`config.mk`:
```
export PLATFORM = sky130hd
export DESIGN_NAME = qam_hard_decision_slicer
export DESIGN_NICKNAME = d
export VERILOG_FILES = /design/src/rtl/qhds_pkg.sv /design/src/rtl/qam_hard_decision_slicer.sv /design/src/rtl/qhds_cfg_regs.sv /design/src/rtl/qhds_axis_class.sv
export VERILOG_INCLUDE_DIRS = /design/src /design/src/rtl
export SDC_FILE = /design/constraint.sdc
export NUM_CORES = 1
export LEC_CHECK = 0
export BUFFER_PORTS_ARGS = -buffer_cell sky130_fd_sc_hd__buf_2
export CORE_UTILIZATION = 50
export DETAILED_ROUTE_END_ITERATION = 6
export PLACE_DENSITY = 0.76
export SLEW_MARGIN = 5
export SYNTH_ARGS = -nofsm -noshare
export SYNTH_HDL_FRONTEND = slang
export SYNTH_SLANG_ARGS = --single-unit
```
`constraint.sdc`:
```
create_clock -name clk_i -period 4.5 [get_ports clk_i]
set_input_delay 0.9 -clock clk_i [delete_from_list [all_inputs] [get_ports clk_i]]
set_output_delay 0.9 -clock clk_i [all_outputs]
set_load 0.01 [all_outputs]
```
`src/rtl/qam_hard_decision_slicer_defines.svh`:
```
// Assertion macros shared by the slicer RTL.
`ifndef QAM_HARD_DECISION_SLICER_DEFINES_SVH
`define QAM_HARD_DECISION_SLICER_DEFINES_SVH

`ifndef ASSERT_OFF
// Clocked property, disabled while the active-low reset is asserted.
`define QHDS_ASSERT(label, clk, rst_n, prop, msg) \
  label: assert property (@(posedge clk) disable iff (!(rst_n)) (prop)) else $error(msg);
// Clocked property that is also checked during reset.
`define QHDS_ASSERT_ALWAYS(label, clk, prop, msg) \
  label: assert property (@(posedge clk) (prop)) else $error(msg);
`else
`define QHDS_ASSERT(label, clk, rst_n, prop, msg)
`define QHDS_ASSERT_ALWAYS(label, clk, prop, msg)
`endif

`endif

```
`src/rtl/qhds_pkg.sv`:
```
// Shared types, constants and the 16-QAM label table of the slicer.
`timescale 1ns / 1ps
`default_nettype none

package qhds_pkg;

  localparam int unsigned SAMPLE_WIDTH_DEF = 16;
  localparam int unsigned MODE_W           = 2;
  localparam int unsigned AMP_W            = 14;
  localparam int unsigned THR_W            = AMP_W + 1;
  localparam int unsigned SYM_W            = 4;
  localparam int unsigned APB_DW           = 32;
  localparam int unsigned APB_AW           = 3;

  typedef enum logic [MODE_W-1:0] {
    MODE_QPSK  = 2'd0,
    MODE_QAM8  = 2'd1,
    MODE_QAM16 = 2'd2
  } mode_e;

  // Register index, taken from the word address.
  typedef enum logic {
    REG_MODE = 1'b0,
    REG_AMP  = 1'b1
  } reg_idx_e;

  localparam logic [MODE_W-1:0] MODE_RESET = MODE_QAM16;
  localparam logic [AMP_W-1:0]  AMP_RESET  = 14'd4096;

  // Decision band of one axis against the threshold T.
  typedef enum logic [1:0] {
    BAND_NEG_OUT = 2'd0,  // v < -T
    BAND_NEG_IN  = 2'd1,  // -T <= v < 0
    BAND_POS_IN  = 2'd2,  // 0 <= v < T
    BAND_POS_OUT = 2'd3   // v >= T
  } band_e;

  typedef struct packed {
    band_e band;
    logic  at_neg_thr;  // v == -T exactly
  } axis_class_t;

  function automatic logic [SYM_W-1:0] qam16_symbol(band_e bx, band_e by);
    logic [SYM_W-1:0] sym;
    sym = '0;
    case ({bx, by})
      {BAND_NEG_OUT, BAND_NEG_OUT}: sym = 4'd14;
      {BAND_NEG_OUT, BAND_NEG_IN }: sym = 4'd6;
      {BAND_NEG_OUT, BAND_POS_IN }: sym = 4'd5;
      {BAND_NEG_OUT, BAND_POS_OUT}: sym = 4'd13;
      {BAND_NEG_IN,  BAND_NEG_OUT}: sym = 4'd10;
      {BAND_NEG_IN,  BAND_NEG_IN }: sym = 4'd2;
      {BAND_NEG_IN,  BAND_POS_IN }: sym = 4'd1;
      {BAND_NEG_IN,  BAND_POS_OUT}: sym = 4'd9;
      {BAND_POS_IN,  BAND_NEG_OUT}: sym = 4'd11;
      {BAND_POS_IN,  BAND_NEG_IN }: sym = 4'd3;
      {BAND_POS_IN,  BAND_POS_IN }: sym = 4'd0;
      {BAND_POS_IN,  BAND_POS_OUT}: sym = 4'd8;
      {BAND_POS_OUT, BAND_NEG_OUT}: sym = 4'd15;
      {BAND_POS_OUT, BAND_NEG_IN }: sym = 4'd7;
      {BAND_POS_OUT, BAND_POS_IN }: sym = 4'd4;
      {BAND_POS_OUT, BAND_POS_OUT}: sym = 4'd12;
      default:                      sym = 4'd0;
    endcase
    return sym;
  endfunction

endpackage

`default_nettype wire

```
`src/rtl/qam_hard_decision_slicer.sv`:
```
// Top level of the QPSK / 8-QAM / 16-QAM hard-decision slicer.
`timescale 1ns / 1ps
`default_nettype none
`include "qam_hard_decision_slicer_defines.svh"

// Channel   Direction  Handshake                  Payload
// input     in         in_valid_i / in_ready_o    in_phase_i, quadrature_i
// output    out        out_valid_o / out_ready_i  symbol_index_o
// config    in         psel/penable/pwrite        paddr, pwdata, prdata
//
// Every transaction passes through two registers: the sample register and the
// result register. The symbol of a sample is loaded into the result register once
// the decision stage advances, which a stalled result holds back.
// One transaction is accepted per cycle while the pipeline is not stalled; the
// throughput is set by the single decision stage between those two registers.
// Reset clears the valid flags and loads the mode (16-QAM) and unit amplitude
// (4096); the sample and result payload registers are not reset.
// When the result is not taken, the pipeline holds and in_ready_o drops only
// once the sample register is occupied as well.

module qam_hard_decision_slicer #(
  parameter int unsigned SAMPLE_WIDTH = qhds_pkg::SAMPLE_WIDTH_DEF
) (
  input  logic                          clk_i,
  input  logic                          rst_ni,
  // Sample channel
  input  logic                          in_valid_i,
  output logic                          in_ready_o,
  input  logic signed [SAMPLE_WIDTH-1:0] in_phase_i,
  input  logic signed [SAMPLE_WIDTH-1:0] quadrature_i,
  // Symbol channel
  output logic                          out_valid_o,
  input  logic                          out_ready_i,
  output logic [qhds_pkg::SYM_W-1:0]    symbol_index_o,
  // Configuration port
  input  logic                          psel,
  input  logic                          penable,
  input  logic                          pwrite,
  input  logic [qhds_pkg::APB_AW-1:0]   paddr,
  input  logic [qhds_pkg::APB_DW-1:0]   pwdata,
  output logic [qhds_pkg::APB_DW-1:0]   prdata,
  output logic                          pready
);
  import qhds_pkg::*;

  logic [MODE_W-1:0] cfg_mode;
  logic [THR_W-1:0]  cfg_thresh;

  // Configuration registers. The user must see that they are only written while the slicer is idle,
  // so the decision stage can read them directly; the slicer itself does not enforce this.
  qhds_cfg_regs u_cfg (
    .clk_i    (clk_i),
    .rst_ni   (rst_ni),
    .psel     (psel),
    .penable  (penable),
    .pwrite   (pwrite),
    .paddr    (paddr),
    .pwdata   (pwdata),
    .prdata   (prdata),
    .pready   (pready),
    .mode_o   (cfg_mode),
    .thresh_o (cfg_thresh)
  );

  // Sample register.
  logic                          s1_valid_q, s1_valid_d;
  logic signed [SAMPLE_WIDTH-1:0] x_q, y_q;
  // Result register.
  logic                          out_valid_q, out_valid_d;
  logic [SYM_W-1:0]              sym_q, sym_d;

  logic s1_adv;
  logic in_acc;

  // The decision stage moves forward whenever the result register is empty
  // or its symbol is being taken in this cycle.
  assign s1_adv     = !out_valid_q || out_ready_i;
  assign in_ready_o = !s1_valid_q || s1_adv;
  assign in_acc     = in_valid_i && in_ready_o;

  assign s1_valid_d  = in_acc ? 1'b1 : (s1_adv ? 1'b0 : s1_valid_q);
  assign out_valid_d = s1_adv ? s1_valid_q : out_valid_q;

  always_ff @(posedge clk_i or negedge rst_ni) begin
    if (!rst_ni) begin
      s1_valid_q  <= 1'b0;
      out_valid_q <= 1'b0;
    end else begin
      s1_valid_q  <= s1_valid_d;
      out_valid_q <= out_valid_d;
    end
  end

  always_ff @(posedge clk_i) begin
    if (in_acc) begin
      x_q <= in_phase_i;
      y_q <= quadrature_i;
    end
    if (s1_adv && s1_valid_q) begin
      sym_q <= sym_d;
    end
  end

  // Band of each axis against the threshold T = 2a.
  axis_class_t cls_x, cls_y;

  qhds_axis_class #(.SAMPLE_WIDTH(SAMPLE_WIDTH)) u_class_x (
    .sample_i (x_q),
    .thresh_i (cfg_thresh),
    .class_o  (cls_x)
  );

  qhds_axis_class #(.SAMPLE_WIDTH(SAMPLE_WIDTH)) u_class_y (
    .sample_i (y_q),
    .thresh_i (cfg_thresh),
    .class_o  (cls_y)
  );

  logic x_neg, y_neg;

  // An axis is negative exactly when its band is one of the two lower bands.
  assign x_neg = (cls_x.band == BAND_NEG_OUT) || (cls_x.band == BAND_NEG_IN);
  assign y_neg = (cls_y.band == BAND_NEG_OUT) || (cls_y.band == BAND_NEG_IN);

  // Symbol decision. The reserved mode value falls back to 16-QAM.
  always_comb begin
    sym_d = '0;
    unique case (cfg_mode)
      MODE_QPSK: begin
        // Quadrants counted counterclockwise from the first.
        if (!y_neg) begin
          sym_d = x_neg ? 4'd1 : 4'd0;
        end else begin
          sym_d = x_neg ? 4'd2 : 4'd3;
        end
      end
      MODE_QAM8: begin
        // The quadrature axis is only sliced at zero. Here an in-phase value
        // exactly at minus the threshold belongs to the outer column.
        if (cls_x.band == BAND_POS_IN) begin
          sym_d = y_neg ? 4'd3 : 4'd0;
        end else if (cls_x.band == BAND_NEG_IN && !cls_x.at_neg_thr) begin
          sym_d = y_neg ? 4'd2 : 4'd1;
        end else if (cls_x.band == BAND_POS_OUT) begin
          sym_d = y_neg ? 4'd7 : 4'd4;
        end else begin
          sym_d = y_neg ? 4'd6 : 4'd5;
        end
      end
      default: begin
        // 16-QAM: both axes pick a band, the pair selects the label. A value
        // exactly at minus the threshold falls into the inner band.
        sym_d = qam16_symbol(cls_x.band, cls_y.band);
      end
    endcase
  end

  assign out_valid_o    = out_valid_q;
  assign symbol_index_o = sym_q;

  // A stalled result with an occupied sample register must block new samples.
  `QHDS_ASSERT(a_stall_blocks_input, clk_i, rst_ni, s1_valid_q && out_valid_o && !out_ready_i |-> !in_ready_o, "sample accepted while pipeline full")
  // An accepted sample always occupies the sample register next cycle.
  `QHDS_ASSERT(a_accept_fills_s1, clk_i, rst_ni, in_valid_i && in_ready_o |=> s1_valid_q, "accepted sample lost")
  // A sample leaving the decision stage always produces a result.
  `QHDS_ASSERT(a_s1_to_out, clk_i, rst_ni, s1_valid_q && s1_adv |=> out_valid_o, "decision stage dropped a sample")
  // QPSK decisions never exceed index three.
  `QHDS_ASSERT(a_qpsk_range, clk_i, rst_ni, s1_valid_q && s1_adv && cfg_mode == MODE_QPSK |=> symbol_index_o[3:2] == 2'b00, "QPSK symbol out of range")
  // 8-QAM decisions never exceed index seven.
  `QHDS_ASSERT(a_qam8_range, clk_i, rst_ni, s1_valid_q && s1_adv && cfg_mode == MODE_QAM8 |=> !symbol_index_o[3], "8-QAM symbol out of range")

endmodule

`default_nettype wire

```
`src/rtl/qhds_cfg_regs.sv`:
```
// APB-style configuration registers of the slicer.
`timescale 1ns / 1ps
`default_nettype none

module qhds_cfg_regs (
  input  logic                          clk_i,
  input  logic                          rst_ni,
  input  logic                          psel,
  input  logic                          penable,
  input  logic                          pwrite,
  input  logic [qhds_pkg::APB_AW-1:0]   paddr,
  input  logic [qhds_pkg::APB_DW-1:0]   pwdata,
  output logic [qhds_pkg::APB_DW-1:0]   prdata,
  output logic                          pready,
  output logic [qhds_pkg::MODE_W-1:0]   mode_o,
  output logic [qhds_pkg::THR_W-1:0]    thresh_o
);
  import qhds_pkg::*;

  logic [MODE_W-1:0] mode_q, mode_d;
  logic [AMP_W-1:0]  amp_q, amp_d;
  logic              wr_en;
  reg_idx_e          idx;

  assign pready = 1'b1;
  assign wr_en  = psel && penable && pwrite && pready;
  assign idx    = reg_idx_e'(paddr[2]);

  always_comb begin
    mode_d = mode_q;
    amp_d  = amp_q;
    if (wr_en) begin
      unique case (idx)
        REG_MODE: mode_d = pwdata[MODE_W-1:0];
        REG_AMP:  amp_d  = pwdata[AMP_W-1:0];
        default:  ;
      endcase
    end
  end

  always_ff @(posedge clk_i or negedge rst_ni) begin
    if (!rst_ni) begin
      mode_q <= MODE_RESET;
      amp_q  <= AMP_RESET;
    end else begin
      mode_q <= mode_d;
      amp_q  <= amp_d;
    end
  end

  always_comb begin
    prdata = '0;
    unique case (idx)
      REG_MODE: prdata = APB_DW'(mode_q);
      REG_AMP:  prdata = APB_DW'(amp_q);
      default:  prdata = '0;
    endcase
  end

  assign mode_o   = mode_q;
  // The threshold is twice the unit amplitude.
  assign thresh_o = {amp_q, 1'b0};

endmodule

`default_nettype wire

```
`src/rtl/qhds_axis_class.sv`:
```
// Classifies one sample into its decision band against the threshold.
`timescale 1ns / 1ps
`default_nettype none

module qhds_axis_class #(
  parameter int unsigned SAMPLE_WIDTH = qhds_pkg::SAMPLE_WIDTH_DEF
) (
  input  logic signed [SAMPLE_WIDTH-1:0] sample_i,
  input  logic [qhds_pkg::THR_W-1:0]     thresh_i,
  output qhds_pkg::axis_class_t          class_o
);
  import qhds_pkg::*;

  // Wide enough for the sample and for minus the threshold.
  localparam int unsigned CW = ((SAMPLE_WIDTH > THR_W) ? SAMPLE_WIDTH : THR_W) + 1;

  logic signed [CW-1:0] v;
  logic signed [CW-1:0] thr;
  logic signed [CW-1:0] neg_thr;

  assign v       = CW'(sample_i);
  assign thr     = $signed(CW'(thresh_i));
  assign neg_thr = -thr;

  always_comb begin
    if (v >= 0) begin
      class_o.band = (v < thr) ? BAND_POS_IN : BAND_POS_OUT;
    end else begin
      class_o.band = (v >= neg_thr) ? BAND_NEG_IN : BAND_NEG_OUT;
    end
    class_o.at_neg_thr = (v == neg_thr);
  end

endmodule

`default_nettype wire
```
=== Word-level counts from Yosys, hierarchy flattened ===
Memory sizes are Yosys's and may differ from the RTL's.
Cells that the tools add are included.

* Memories kept: 1
* Register bits after elaboration: 54
* Input port bits: 74
* Word-level logic and storage cells: 60
* Output and inout port bits: 39
* Bits in latches: 0
* Bits in writable memories: 0
* Memory bits (read-only): 64

* Eq/ne operators: 6
* Bitwise logic cells: 1
* Shift operators: 0
* Reductions and logical operators: 18
* Div/mod/pow operators: 0
* Multiplexer cells: 20
* $mul: 0
* Add/sub/neg operators: 1
* Magnitude comparators: 6

{| class="wikitable"
|+ Memories
! memory !! words !! width !! rd ports !! clocked after Yosys merged registers in !! wr ports !! line !! text
|-
| (name not given) || 16 || 4 || 1 || 0 || 0 || qhds_pkg.sv:46 || <nowiki>case ({bx, by})</nowiki>
|}

{| class="wikitable"
|+ Operators by type and width
! kind !! number
|-
| 32-bit case mux with 2 select lines || 1
|-
| 16-bit by 17-bit greater-or-equal comparator with 1-bit output || 2
|-
| 16-bit by 1-bit greater-or-equal comparator with 1-bit output (second input constant) || 2
|-
| 16-bit < comparator || 2
|-
| 16-bit by 17-bit equality test with 1-bit output || 1
|-
| 15-bit negation with 17-bit output || 1
|-
| 2-bit two-way mux || 8
|-
| 1-bit two-way mux || 8
|-
| 4-bit case mux with 2 select lines || 1
|-
| 2-bit by 1-bit equality test with 1-bit output (second input constant) || 3
|-
| 2-bit logical NOT || 3
|-
| 3-bit two-way mux || 2
|-
| 1-bit logical AND || 5
|-
| 2-bit equality test (second input constant) || 2
|-
| 1-bit logical OR || 4
|-
| 2-bit AND reduction || 2
|-
| 1-bit logical NOT || 3
|-
| 2-bit nonzero test || 1
|-
| 1-bit NOT || 1
|}

=== Longest topological paths before layout ===
Gate-level depths: netlist of run 1.

* Depth in word-level cells: 11
* Gate-level depth with buffers: 12
* Gate-level depth less buffers: 12

=== Modules after synthesis ===
From an unflattened synthesis of run 1, not the netlist that was laid out.

* Cells, all modules: 410
* Area total of the unflattened synthesis: 4335.4 um2

{| class="wikitable"
|+ Modules (own cells, without submodules)
! module !! seq. area each (um2) !! instances !! area an instance (um2) !! cells an instance
|-
| qam_hard_decision_slicer || 1131.1 || 1 || 1388.8 || 72
|-
| qhds_axis_class at u_class_y || 0.0 || 1 || 1018.5 || 132
|-
| qhds_axis_class at u_class_x || 0.0 || 1 || 1007.2 || 134
|-
| qhds_cfg_regs || 402.9 || 1 || 920.9 || 72
|}

=== Least setup slack after synthesis of run 1 ===
No wires, ideal clock.

* Path type: reg-to-reg
* From: register u_cfg.amp_q[0]
* To: register sym_q[2], in the netlist symbol_index_o[2] (data pin)
* Arrival: 3.031 ns
* Stages on the path, launching flop included: 13
* Setup slack: 1.311 ns
* Cells stage by stage: dfrtp_1 > inv_1 > ha_1 > or4b_1 > nor3_1 > nand3_1 > xnor2_1 > ha_1 > a21o_1 > a21o_1 > a211o_1 > a221o_1 > a211oi_2

* Cells in the longest elaborated chain, start to end: 9

{| class="wikitable"
|+ RTL lines
! item !! line !! text
|-
| from (decl) || qhds_cfg_regs.sv:21 || <nowiki>logic [AMP_W-1:0] amp_q, amp_d;</nowiki>
|-
| from (signal assigned) || qhds_cfg_regs.sv:47 || <nowiki>amp_q <= amp_d;</nowiki>
|-
| branches (longest 8 deep; another with 15-bit negation with 17-bit output) || n/a ||
|-
| 4-bit case mux with 2 select lines (*) || qam_hard_decision_slicer.sv:128 || <nowiki>unique case (cfg_mode)</nowiki>
|-
| named net sym_d[2] || qam_hard_decision_slicer.sv:70 || <nowiki>logic [SYM_W-1:0] sym_q, sym_d;</nowiki>
|-
| to (signal assigned) || qam_hard_decision_slicer.sv:100 || <nowiki>sym_q <= sym_d;</nowiki>
|-
| to (decl) || qam_hard_decision_slicer.sv:70 ||
|}

Mark *: on every way through the listed nets, which the timed path passes.
A chain may end at the register's enable or synchronous reset.

=== Worst setup path after layout of run 1 ===
* From: register u_cfg.amp_q[0]
* To: register sym_q[3], in the netlist symbol_index_o[3] (data pin)

* Cells in the longest elaborated chain, start to end: 6

{| class="wikitable"
|+ RTL lines
! item !! line !! text
|-
| 15-bit negation with 17-bit output || qhds_axis_class.sv:23 || <nowiki>assign neg_thr = -thr;</nowiki>
|-
| 16-bit by 17-bit greater-or-equal comparator with 1-bit output || qhds_axis_class.sv:29 || <nowiki>class_o.band = (v >= neg_thr) ? BAND_NEG_IN : BAND_NEG_OUT;</nowiki>
|-
| 1-bit two-way mux || qhds_axis_class.sv:29 ||
|-
| 2-bit two-way mux || qhds_axis_class.sv:26 || <nowiki>if (v >= 0) begin</nowiki>
|-
| memory read 16 x 4 bit (*) || n/a ||
|-
| 4-bit case mux with 2 select lines (*) || qam_hard_decision_slicer.sv:128 ||
|-
| named net sym_d[3] || qam_hard_decision_slicer.sv:70 ||
|}

The timed path passes the listed nets; every way through them passes the cells marked *.

==> results.md, run 1 <==
- The run finished with clean final reports.
- The slew at the pin with the worst max-slew slack is 1160 ps.
- sky130_fd_sc_hd__ha_1 is the most common cell in the netlist.
- The die covers 7690 um^2.
- After detailed placement, the total cell area comes to around 4000 um^2.
- The area overhead of the layout relative to synthesis is 13.9%.
- Counting every instance in the synthesized netlist gives 311.
- In this run the register-to-register setup slack is 820 ps.
- The number of warning messages in the yosys log is 0.
- The data arrival time of the worst path is 3730 ps.
- The initial utilization of the core area, before any placement, comes to 52.8%.
- After detailed routing, the average wire length per cell comes to 15.3 um.
- Counting along the longest clock path gives a buffer depth of 2.
- Of the total power, the share spent switching nets is approximately 34%.
- By area the synthesized netlist is led by sky130_fd_sc_hd__edfxtp_1 (29%), sky130_fd_sc_hd__ha_1 (19%), sky130_fd_sc_hd__dfrtp_1 (11%).
- The most used flip-flop cell after synthesis is sky130_fd_sc_hd__edfxtp_1.
- The number of max-cap violations is 0.
- The die height is between 80 and 90 um.
- The number of antenna violations at the first check in global routing is 0.
- In this run, post-CTS repair resized a total of 0 instances.
- Among all stages on the critical path, the largest delay is contributed by sky130_fd_sc_hd__or4b_1.
- In this run, the clock network consumes between 20% and 30% of the power.
- The fraction of registers with async set/reset is around 33%.
- The cell sitting at the root of the clock tree is a sky130_fd_sc_hd__clkbuf_8.
- The final setup TNS is 0 ps.
- The average cell area after synthesis is 11.8 um^2.
- The routed layout has 2573 vias.
- The type of element capturing the critical path is a register.
- The cell repeated most along the worst path is sky130_fd_sc_hd__ha_1.
- The area inside the core boundary is 6940 um^2.
- The H-tree was split into 2 levels.
- The critical path goes through inv_1 -> ha_1 -> or4b_1 -> nor3_1 -> and3_1 -> ha_1 -> nand2_1 -> a2111oi_0 -> o2111ai_1 -> o311ai_0 -> a221oi_2.
- The cell row count is 30.
- During placement, the flow inserted port buffers numbering 73.
- The category of the critical setup timing path is register to register.
- The count of unresolved DRC violations after routing is 0.
- For this block, the routed nets add up to 7400 um of wire.
- On the worst path, the slowest cell contributes a delay of about 530 ps.
- The worst clock skew on the final layout is 13.8 ps.
- The number of different library cells used by synthesis comes to 53.
- The synthesized design devotes to its leading area cell type 29.5% of total area.
- For the worst-skew pair, the clock arrives at the later sink with an insertion delay of 320 ps.
- The worst hold-check path type is input port to asynchronous set/reset pin.
- The peak supply drop is 0.214 mV.
- The area of the mapped netlist is 3670 um^2.
- The commonest cells after synthesis are sky130_fd_sc_hd__ha_1 (57), sky130_fd_sc_hd__edfxtp_1 (36), sky130_fd_sc_hd__buf_4 (19), sky130_fd_sc_hd__inv_1 (19), sky130_fd_sc_hd__mux2_2 (18).
- For this run, the register share of the synthesized area comes to 41.8%.
- In this run, the combinational gates consume between 30 and 40% of the power.
- The internal portion of total power is 0.00100 W.
- The number of buffers inserted for hold repair after clock tree synthesis is 0.
- The library cell with the largest summed area after synthesis is sky130_fd_sc_hd__edfxtp_1.
- TritonCTS created 5 clock buffers.
- The launching element type of the critical path is a register.
- The floorplan step set the die width to between 80 and 90 um.
- The share of total power dissipated in sequential elements is 43.3%.
- The final layout net count is 518.
- Measured against its own limit, the worst slew margin works out to 22.6%.
- 113 I/O pins were placed.
- The power per cell area is between 300 and 400 nW/um^2.
- Summed over all nets, the half-perimeter wirelength after detailed placement is 5970 um.
- The clock net in this run drives a total of 54 sinks.
- Setup repair after global routing left no endpoint under its margin.
- In this run, synthesis inferred 36 flip-flops with an integrated enable.
- Global routing consumed, over all layers together, 20.9% of the routing resources.
- After clock tree synthesis, the clock-pin slew on the worst setup and hold paths is 100 ps.
- After detailed routing, the number of vias per cell comes to 5.32.
- The pin count of the biggest net entering global routing is 26.
- The count of fill cells added during filler insertion is 570.
- For this design the total switching power over the nets is around 0.00053 W.
- The number of slew-limit violations in the final report came to 0.
- The violation count after the first detailed-routing iteration is 134.
- Derived from the worst setup path, the maximum achievable clock frequency is 0.271 GHz.
- 0 antenna diodes ended up in the layout.
- In this run, synthesis produced a sequential element count of 54.
- The worst path in the final design needs a cycle of 3680 ps, including I/O delays and setup.
- The data required time at the worst endpoint is 4550 ps.
- In this run the worst path has a maximum fanout of 7.
- Setup violations remaining at the end of the flow were counted as 0.
- Before antenna repair, the detailed router went through 4 iterations.
- The residual overflow from global routing is 0.
- The residual antenna-violating net count after detailed routing is 0.
- The number of failing hold endpoints at the final stage is 0.
- TritonCTS built the clock tree.
- The number of setup buffers added after CTS is 0.
- The final cell area excluding filler cells is between 4000 and 5000 um^2.
- The first global-routing pass estimated around 12000 um of wire.
- The share of post-route cells with drive strength above 1 is around 30%.
- The fraction of the cycle the final worst path needs is between 80% and 90%.
- Routability-driven placement finished with a final weighted congestion of around 0.9.
- For this design the static power due to leakage is 1.97 nW.
- The via count of the first global-routing pass is approximately 2.5k.
==> worst paths after layout <==
kind	startpoint	endpoint	depth (start not counted)
max	u_cfg.amp_q[0]	symbol_index_o[3]	11
min	rst_ni	u_cfg.amp_q[13]	1
max reg2reg	u_cfg.amp_q[0]	symbol_index_o[3]	11
min reg2reg	s1_valid_q	out_valid_o	1
max in group asynchronous	rst_ni	u_cfg.mode_o[1]	1
min in group clk_i	s1_valid_q	out_valid_o	1
==> layout make-up <==
type | instances | area [um^2] | share of cell area (%)
Sequential cell | 54 | 1530 | 36.7
Clock inverter | 2 | 12.5 | 0.299
Clock buffer | 6 | 93.8 | 2.25
Tap cell | 96 | 120 | 2.87
Multi-Input combinational cell | 233 | 1970 | 47.2
Inverter | 19 | 71.3 | 1.71
Timing Repair Buffer | 74 | 373 | 8.92
==> cell usage in the layout, fill, tap and decap left out, types with 6 or more instances in the layout <==
master / netlist / routed
sky130_fd_sc_hd__buf_2: 0 / 73
sky130_fd_sc_hd__ha_1: 57 / 57
sky130_fd_sc_hd__edfxtp_1: 36 / 36
sky130_fd_sc_hd__inv_1: 19 / 19
sky130_fd_sc_hd__conb_1: 2 / 19
sky130_fd_sc_hd__mux2_2: 18 / 18
sky130_fd_sc_hd__dfrtp_1: 16 / 16
sky130_fd_sc_hd__and2_1: 13 / 13
sky130_fd_sc_hd__xnor2_1: 11 / 11
sky130_fd_sc_hd__a21oi_1: 9 / 9
sky130_fd_sc_hd__a21o_1: 9 / 9
sky130_fd_sc_hd__o21ai_0: 8 / 8
sky130_fd_sc_hd__nand2_1: 7 / 7
sky130_fd_sc_hd__nor3_1: 6 / 6
sky130_fd_sc_hd__nor2_1: 6 / 6
sky130_fd_sc_hd__nand4_1: 6 / 6
==> sequential cells by signal (all words and copies together), names as in the netlist <==
| register | count |
|---|---|
| x_q | 16 |
| y_q | 16 |
| u_cfg.amp_q | 14 |
| symbol_index_o | 4 |
| u_cfg.mode_o | 2 |
| out_valid_o | 1 |
| s1_valid_q | 1 |
==> worst max-delay path: cells and delay by family, from the launching register on <==
| kind | cells | cell delay (ps) |
|---|---|---|
| DFF | 1 | 470 |
| buffers and inverters | 1 | 140 |
| adders and majority gates | 2 | 410 |
| AOI/OAI and AO/OA | 4 | 1050 |
| and+or+nand+nor | 4 | 1340 |
==> power groups by stage <==
stage	logic, W	registers [W]	clock network, W
after floorplan	0.000410	0.000651	0
after global placement	0.000529	0.000668	0
after detailed placement	0.000550	0.000670	0
after CTS	0.000556	0.000660	0.000318
after global routing	0.000633	0.000671	0.000336
final	0.000555	0.000661	0.000311
==> metrics by stage <==
step	total power, W	worst slack [ps]	hold WS, ps	utilization, %	instances
after CTS	0.00153	787	503	60.2	484
final	0.00153	816	492	60.2	484
after global routing	0.00164	556	508	60.2	484
after global placement	0.00120	884	467	58.6	476
after floorplan	0.00106	1310	449	-	328
after detailed placement	0.00122	817	486	58.6	476
==> cell families (layout without fill, tap and decap cells) <==
logic type,Yosys count,after routing,share of synthesized area [%]
mux,18,18,5.52
flops,54,54,41.8
fa+ha+maj,61,61,20.7
compound gates,53,53,10.5
xor+xnor,15,15,3.99
buf+inv,41,101,6.14
other cells,2,19,0.205
simple gates,67,67,11.2
==> per-layer routing <==
metal / GRT usage [%] / wire [um]
met1: 28.7 / 3610
met2: 33.6 / 3390
met3: 3.11 / 292
met4: 7.75 / 107
met5: 0 / 0
Power figures use the tool's default switching activity.
==> inputs of run 2 (changes only) <==
ABC_AREA = 1   (was unset)
PLACE_DENSITY = 0.75   (was 0.76)
clock period = 3.6 ns   (was 4.5 ns; I/O delays follow)
==> results.md, run 2 <==
- The clock reaches the later pin of the worst-skew pair after approximately 320 ps.
- The post-synthesis sequential area ratio is 39.5%.
- The worst clock skew on the final layout is between 10 and 15 ps.
- Max-cap violations in this run came to 0.
- The worst slew margin relative to its limit is approximately 40%.
- After synthesis the cells add up to 3880 um^2.
- The count of nets left with antenna violations once routing finished came out at 0.
- Among cell families on the critical path, the largest total delay comes from simple AND/OR/NAND/NOR gates.
- For this run, the top clock speed supported by timing is about 0.33 GHz.
- Among all cell types in the netlist, the one instantiated most often is sky130_fd_sc_hd__nand2_1.
- After floorplanning, the core was divided into 31 placement rows.
- The most frequent standard cell in the layout excluding fill and tap cells is sky130_fd_sc_hd__nand2_1.
- The design draws 0.00190 W.
- Clock-pin slew was measured on the worst setup and hold paths at 110 ps.
- The routed layout has 3079 vias.
- On the critical path, the stage with the largest delay is an instance of sky130_fd_sc_hd__dfrtp_1.
- The placed standard-cell area is 4280 um^2.
- After synthesis, the cell types taking the most area are sky130_fd_sc_hd__edfxtp_1 (28%), sky130_fd_sc_hd__ha_1 (18%), sky130_fd_sc_hd__dfrtp_1 (10%).
- Summing all non-filler instances in the final layout gives an area of around 4400 um^2.
- Dividing the detail-routed wire length by the instance count gives 14.0 um.
- The post-detailed-placement half-perimeter wirelength is 6870 um.
- For the pin with the worst max-slew slack, the measured transition is 896 ps.
- After synthesis, the netlist uses 36 different library cells.
- The clock drives 54 sinks.
- The min-delay analysis places its worst path in the category input port to asynchronous set/reset pin.
- The total overflow left after global routing is 0.
- Routability-driven placement finished with a final weighted congestion of 0.891.
- Of the total power, combinational logic draws 35.4%.
- In the routed design, unresolved DRC markers number 0.
- In this run the horizontal extent of the chip is 90.1 um.
- Setup violations remaining at the end of the flow were counted as 0.
- The part of the total power dissipated in the clock network is 21.8%.
- The all-layer global routing usage is 22.0%.
- The launching element type of the critical path is a register.
- The die height is 90.1 um.
- The pre-antenna-repair detailed-routing pass consisted of 5 iterations.
- The static power due to leakage is ~2.3 nW.
- The number of enable flip-flop cells after synthesis is 36.
- In the final layout, the share of cells above drive strength 1 is approximately 22%.
- The top cell type's share of synthesized area is around 28%.
- The largest registers in the layout are x_q (16), y_q (16), u_cfg.amp_q (14).
- The core region is 7370 um^2.
- The worst-case IR drop observed on VDD is 0.205 mV.
- STA classifies the critical path endpoint as a register.
- The number of antenna violations at the first check in global routing is 0.
- The area overhead of the layout relative to synthesis is 13.1%.
- For this block, the routed nets add up to approximately 8500 um of wire.
- In this run, post-CTS hold repair placed 0 buffers.
- The maximum buffer depth of the clock tree is 2.
- The first global-routing pass estimated 14300 um of wire.
- The maximum level of the CTS H-tree is 2.
- The stage delay of the slowest cell on the critical path is between 400 and 500 ps.
- The pin count of the biggest net entering global routing is 33.
- A synthesized cell averages 8.90 um^2.
- The violation count after the first detailed-routing iteration is 101.
- In the finished design, the share of the clock period the worst path needs comes to 83.4%.
- Data arrives at the worst endpoint at just over 3000 ps.
- The net switching power figure is 0.000696 W.
- Of all nets on the critical path, the largest fanout is 5.
- The final critical delay including setup and external delays is 3000 ps.
- Net switching is between 30 and 40% of the power.
- The number of failing hold endpoints at the final stage is 0.
- The critical path goes through inv_2 -> nand2_2 -> nor2_8 -> nand2_4 -> nor3_1 -> a21oi_1 -> or2_2 -> ha_1 -> nand3_1 -> nor3b_1 -> nand3_1 -> nor2_1 -> nor2_1 -> nand3_1 -> nand2_1 -> nand2_1 -> a21oi_2.
- The per-cell via count in the routed design is around 5.
- Of the total power, registers draw 42.8%.
- The critical path is of the register to register type.
- The data required time at the worst endpoint is 3670 ps.
- Setup total negative slack on the finished layout was measured at 0 ps.
- The starting utilization of the core area is 52.7%.
- In the synthesized netlist the dominant register cell turns out to be sky130_fd_sc_hd__edfxtp_1.
- Setup repair after global routing left no endpoint under its margin.
- After clock tree synthesis, the repair step resized 0 gates.
- The die covers 8120 um^2.
- In the synthesized netlist, the cells that appear most often are sky130_fd_sc_hd__nand2_1 (82), sky130_fd_sc_hd__ha_1 (57), sky130_fd_sc_hd__inv_1 (48).
- Cell internal power was estimated by the tool at 0.00121 W.
- The number of slew-limit violations in the final report was 0.
- The CTS buffer count is 5.
- Together, buffers and inverters on the worst path number 1.
- In this design, the critical path's most frequently occurring cell is sky130_fd_sc_hd__nand3_1.
- Synthesis produced approximately 440 cells.
- Counting flops with an async set or reset pin after synthesis yields a share of 33.3%.
- During synthesis, Yosys emitted a total of 0 warnings.
- In this run the tool buffered the top-level ports with 73 buffer cells.
- The top cell types in the final layout, fill and taps aside, are sky130_fd_sc_hd__nand2_1 (82), sky130_fd_sc_hd__buf_2 (73), sky130_fd_sc_hd__ha_1 (57), sky130_fd_sc_hd__inv_1 (48), sky130_fd_sc_hd__a21oi_1 (38).
- The count of antenna diodes in the layout is 0.
- TritonCTS built the clock tree.
- The power per cell area is between 400 and 500 nW/um^2.
- The run finished with clean final reports.
- The via count of the first global-routing pass was 3059.
- The I/O pin count is between 100 and 150.
- The root buffer cell chosen for the clock tree is sky130_fd_sc_hd__clkbuf_8.
- The post-CTS setup buffer count is 0.
- Fill cells in the final layout number between 600 and 700.
- The synthesized design contains 54 register bits.
- The final layout contains 641 nets.
- Of all cell types, the one taking the most synthesized area is sky130_fd_sc_hd__edfxtp_1.
- Hold timing on the final database bottoms out at a slack of 346 ps.
[run 2: layer usage]
| layer | track usage [%] | share of wire, % |
|---|---|---|
| met5 | 0 | 0 |
| met3 | 2.96 | 4.5 |
| met4 | 6.05 | 1.7 |
| met2 | 37.6 | 47 |
| met1 | 29.1 | 47 |
[run 2: layout make-up]
cell class	instances	area, um^2	share of cell area [%]
flip-flops and latches	54	1530	34.9
clock inverters	3	40.0	0.912
multi-input cells	318	2040	46.4
well taps	99	124	2.82
inverters	57	214	4.87
repair buffers	74	373	8.49
clock buffers	5	68.8	1.57
[run 2: cells by family (layout without fill, tap and decap cells)]
logic type / Yosys count / after routing / synth area share [%]
simple gates: 168 / 168 / 21.0
buf+inv: 81 / 139 / 9.67
other cells: 2 / 19 / 0.193
compound gates: 66 / 66 / 9.44
fa+ha+maj: 57 / 57 / 18.4
xor+xnor: 8 / 8 / 1.80
flops: 54 / 54 / 39.5
[run 2: power by group through the flow]
stage | combinational [W] | sequential, W | clock (W)
6_report | 0.000673 | 0.000815 | 0.000416
5_1_grt | 0.000766 | 0.000827 | 0.000445
4_1_cts | 0.000673 | 0.000815 | 0.000422
3_5_place_dp | 0.000667 | 0.000829 | 0
3_3_place_gp | 0.000639 | 0.000824 | 0
2_1_floorplan | 0.000492 | 0.000809 | 0
[run 2: worst reg2reg max path, cell delays in order (launching register included)]
cell	delay (ps)
sky130_fd_sc_hd__dfrtp_1	450
sky130_fd_sc_hd__inv_2	150
sky130_fd_sc_hd__nand2_2	100
sky130_fd_sc_hd__nor2_8	170
sky130_fd_sc_hd__nand2_4	90
sky130_fd_sc_hd__nor3_1	230
sky130_fd_sc_hd__a21oi_1	90
sky130_fd_sc_hd__or2_2	300
sky130_fd_sc_hd__ha_1	330
sky130_fd_sc_hd__nand3_1	90
sky130_fd_sc_hd__nor3b_1	210
sky130_fd_sc_hd__nand3_1	110
sky130_fd_sc_hd__nor2_1	130
sky130_fd_sc_hd__nor2_1	50
sky130_fd_sc_hd__nand3_1	80
sky130_fd_sc_hd__nand2_1	50
sky130_fd_sc_hd__nand2_1	70
sky130_fd_sc_hd__a21oi_2	50
[run 2: through the flow]
step           cells  setup slack, ps  utilization, %
6_report         610              598            59.6
5_1_grt          610              290            59.6
4_1_cts          610              606            59.6
3_5_place_dp     602              630            58.1
3_3_place_gp     602              615            58.1
2_1_floorplan    453              917               -
[run 2: final timing paths]
kind / startpoint / endpoint / slack [ps] / depth (start not counted)
min in group clk_i: s1_valid_q / out_valid_o / 490 / 2
max reg2reg: u_cfg.amp_q[5] / symbol_index_o[2] / 600 / 17
max: u_cfg.amp_q[5] / symbol_index_o[2] / 600 / 17
min: rst_ni / out_valid_o / 350 / 1
min reg2reg: s1_valid_q / out_valid_o / 490 / 2
max in group asynchronous: rst_ni / u_cfg.mode_o[1] / 2880 / 1
==> inputs of run 3 (changes only) <==
clock period = 2.8 ns   (was 3.6 ns; I/O delays follow)
==> results.md, run 3 (synthesized netlist as in run 2, its figures left out) <==
- The flow ran to the end, and the final reports show no timing, DRC or antenna violations.
- The peak supply drop is 0.313 mV.
- The post-detailed-placement half-perimeter wirelength is 7050 um.
- The static power due to leakage is 2.46 nW.
- The source-to-sink clock delay at the later pin of the worst-skew pair is 310 ps.
- The count of placed standard cells including taps is 634.
- The slowest stage of the critical path belongs to the cell sky130_fd_sc_hd__dfrtp_1.
- Entering global routing, the biggest net connects 33 pins.
- The clock tree from TritonCTS is done.
- After detailed routing, the number of remaining DRC violations is 0.
- The top cell types in the final layout, fill and taps aside, are sky130_fd_sc_hd__nand2_1 (81), sky130_fd_sc_hd__buf_2 (73), sky130_fd_sc_hd__ha_1 (55), sky130_fd_sc_hd__inv_1 (47).
- In the final design database the tool counted 678 nets.
- In this run the worst path has a maximum fanout of 2.
- The part of the total power dissipated in sequential elements is 41.1%.
- The number of antenna violations at the first check in global routing is 0.
- The cell row count is 31.
- The area inside the core boundary is 7370 um^2.
- The count of cells in the finished layout, fillers not included, comes to 647.
- The worst setup path is captured at a register.
- The count of antenna diodes in the layout is 0.
- The die height is 90.1 um.
- Adding up every negative setup slack in the final design gives 0 ps.
- Clock tree synthesis inserted a total of 5 buffers.
- The number of iterations in the first detailed-routing pass is 4.
- The number of max-cap violations is 0.
- Setup slack closes at 88.8 ps.
- The per-cell via count in the routed design is 5.06.
- The worst setup timing slack at the placement stage is -73.2 ps.
- The most critical setup path has its endpoint at symbol_index_o[3].
- Net switching is between 30% and 40% of the power.
- The largest registers in the layout are x_q (16), y_q (16), u_cfg.amp_q (14).
- Based on the critical path, the design can be clocked at up to 0.369 GHz.
- Of the available clock period, the critical path in the final layout requires 96.8%.
- The number of failing hold endpoints at the final stage came to 0.
- The origin of the critical flop-to-flop path is u_cfg.amp_q[6].
- The launching element type of the critical path is a register.
- The signal on the critical path passes through nor2_2 -> inv_2 -> nor2_8 -> nand2_4 -> nor3_4 -> buf_4 -> xor2_2 -> ha_1 -> nand2_1 -> nor2_1 -> nand4_1 -> nor4_2 -> nand2_1 -> nand2_1 -> nand3b_1 -> nand3_1 -> nand2_1 -> inv_1.
- The worst clock skew on the final layout is 4.73 ps.
- around 110 I/O pins were placed.
- Setup violations remaining at the end of the flow were counted as 0.
- The via count of the first global-routing pass was slightly above 3k.
- Counting I/O delays and the setup requirement, the final critical path takes 2710 ps.
- Clock tree synthesis found a total of 54 sinks.
- The internal portion of total power is about 0.0016 W.
- After the first detailed-routing iteration, the DRC count stood at 174.
- The starting utilization of the core area is between 50% and 60%.
- The width of the die is around 90 um.
- The data required time at the worst endpoint is between 2000 and 3000 ps.
- The part of the total power dissipated in the clock network is 17.4%.
- The root buffer cell is sky130_fd_sc_hd__clkbuf_8.
- Global routing used a little over a fifth of the available tracks.
- Hold repair after CTS inserted 0 buffers.
- Of the cells placed in the final design, the portion with a size suffix greater than 1 is 29.7%.
- The first global-routing pass estimated 14100 um of wire.
- The category of the critical setup timing path is register to register.
- The endpoint of the worst-slack reg-to-reg timing path is symbol_index_o[3].
- The floorplan step defined a die boundary enclosing 8120 um^2.
- The depth of the worst register-to-register path is 18.
- The area growth from synthesis to layout is 21.7%.
- The number of slew-limit violations in the final report is 0.
- CTS built an H-tree with a depth of 2.
- Dividing the detail-routed wire length by the instance count gives 13.7 um.
- Routability-driven placement finished with a final weighted congestion of 0.876.
- The relative contribution of combinational cells to total power is 41.5%.
- Leaving out fill and tap cells, the most frequent cell in the layout is sky130_fd_sc_hd__nand2_1.
- The most critical setup path has its startpoint at u_cfg.amp_q[6].
- In this run the register-to-register setup slack is between 80 and 90 ps.
- The completed layout was analyzed and its total power is 0.00251 W.
- The total routed wirelength is 8890 um.
- The stage delay of the slowest cell on the critical path is 400 ps.
- The power per cell area is approximately 530 nW/um^2.
- Detailed routing inserted a total of between 3k and 4k vias.
- After clock tree synthesis, the clock-pin slew on the worst setup and hold paths is 100 ps.
- The cell repeated most along the worst path is sky130_fd_sc_hd__nand2_1.
- The count of buffers added on input and output ports is 73.
- The data arrival time of the worst path is roughly 2800 ps.
- The worst hold-check path type is input port to asynchronous set/reset pin.
- After global routing the overflow that remains totals 0.
- In this run the remaining antenna-violating nets after routing total 0.
- The maximum buffer depth of the clock tree is 2.
- The net switching power figure is 0.000942 W.
-- run 3: changes by cell type in the layout (fill, tap and decap cells not counted), moves of 2 or more --
cell	before	now
sky130_fd_sc_hd__nor2_2	3	6
sky130_fd_sc_hd__nor3_1	6	4
sky130_fd_sc_hd__buf_4	1	38
sky130_fd_sc_hd__nor4_2	0	2
sky130_fd_sc_hd__nor4_1	2	0
sky130_fd_sc_hd__nor2_1	33	30
sky130_fd_sc_hd__ha_1	57	55
sky130_fd_sc_hd__ha_4	0	2
-- run 3: area by class of cell --
cell class	instances	area, um^2
Clock buffer	5	68.8
Clock inverter	3	16.3
Fill cell	622	2650
Inverter	57	214
Multi-Input combinational cell	318	2120
Sequential cell	54	1530
Tap cell	99	124
Timing Repair Buffer	111	651
-- run 3: critical path, delay by kind of cell (launching register included) --
family	cells	cell delay (ps)
AND/OR/NAND/NOR	13	1440
adder cells (fa/ha/maj)	1	310
buffers and inverters	3	300
XOR/XNOR	1	60
flip-flops	1	400
-- run 3: power by group through the flow --
stage	Clock (W)	Combinational (W)	Sequential, W
floorplan	0	0.000632	0.00104
global placement	0	0.000937	0.00104
detailed placement	0	0.000985	0.00104
CTS	0.000449	0.000991	0.00103
global route	0.000472	0.00117	0.00104
finish	0.000437	0.00104	0.00103
-- run 3: what timing repair did --
| item | CTS | global route |
|---|---|---|
| endpoints found under the setup margin | 2 | 2 |
| gates cloned | 0 | 0 |
| pin swaps | 0 | 7 |
| setup buffers | 0 | 5 |
| resized for setup | 1 | 15 |
-- run 3: how the worst min path moves through the flow --
stage | start | endpoint | slack [ps] | cells after the start
after CTS | rst_ni | u_cfg.amp_q[10] | 200 | 1
after floorplan | rst_ni | out_valid_o | 260 | 0
final | rst_ni | u_cfg.amp_q[10] | 200 | 1
after global routing | rst_ni | s1_valid_q | 230 | 1
after detailed placement | s1_valid_q | out_valid_o | 480 | 2
after global placement | s1_valid_q | out_valid_o | 450 | 2
-- run 3: stage by stage --
step	hold slack [ps]	util, %	area [um^2]
2_1_floorplan	264	-	3950
3_3_place_gp	452	61.4	4520
3_5_place_dp	478	61.4	4520
4_1_cts	204	62.6	4610
5_1_grt	227	64.1	4720
6_report	195	64.1	4720
-- run 3: per-layer routing --
layer / wire [um] / GRT usage (%) / vias up
met3: 459 / 2.54 / 10
met4: 124 / 5.38 / 0
met2: 4340 / 38.8 / 119
met5: 0 / 0 / -
li1: - / - / 1647
met1: 3960 / 28.3 / 1496
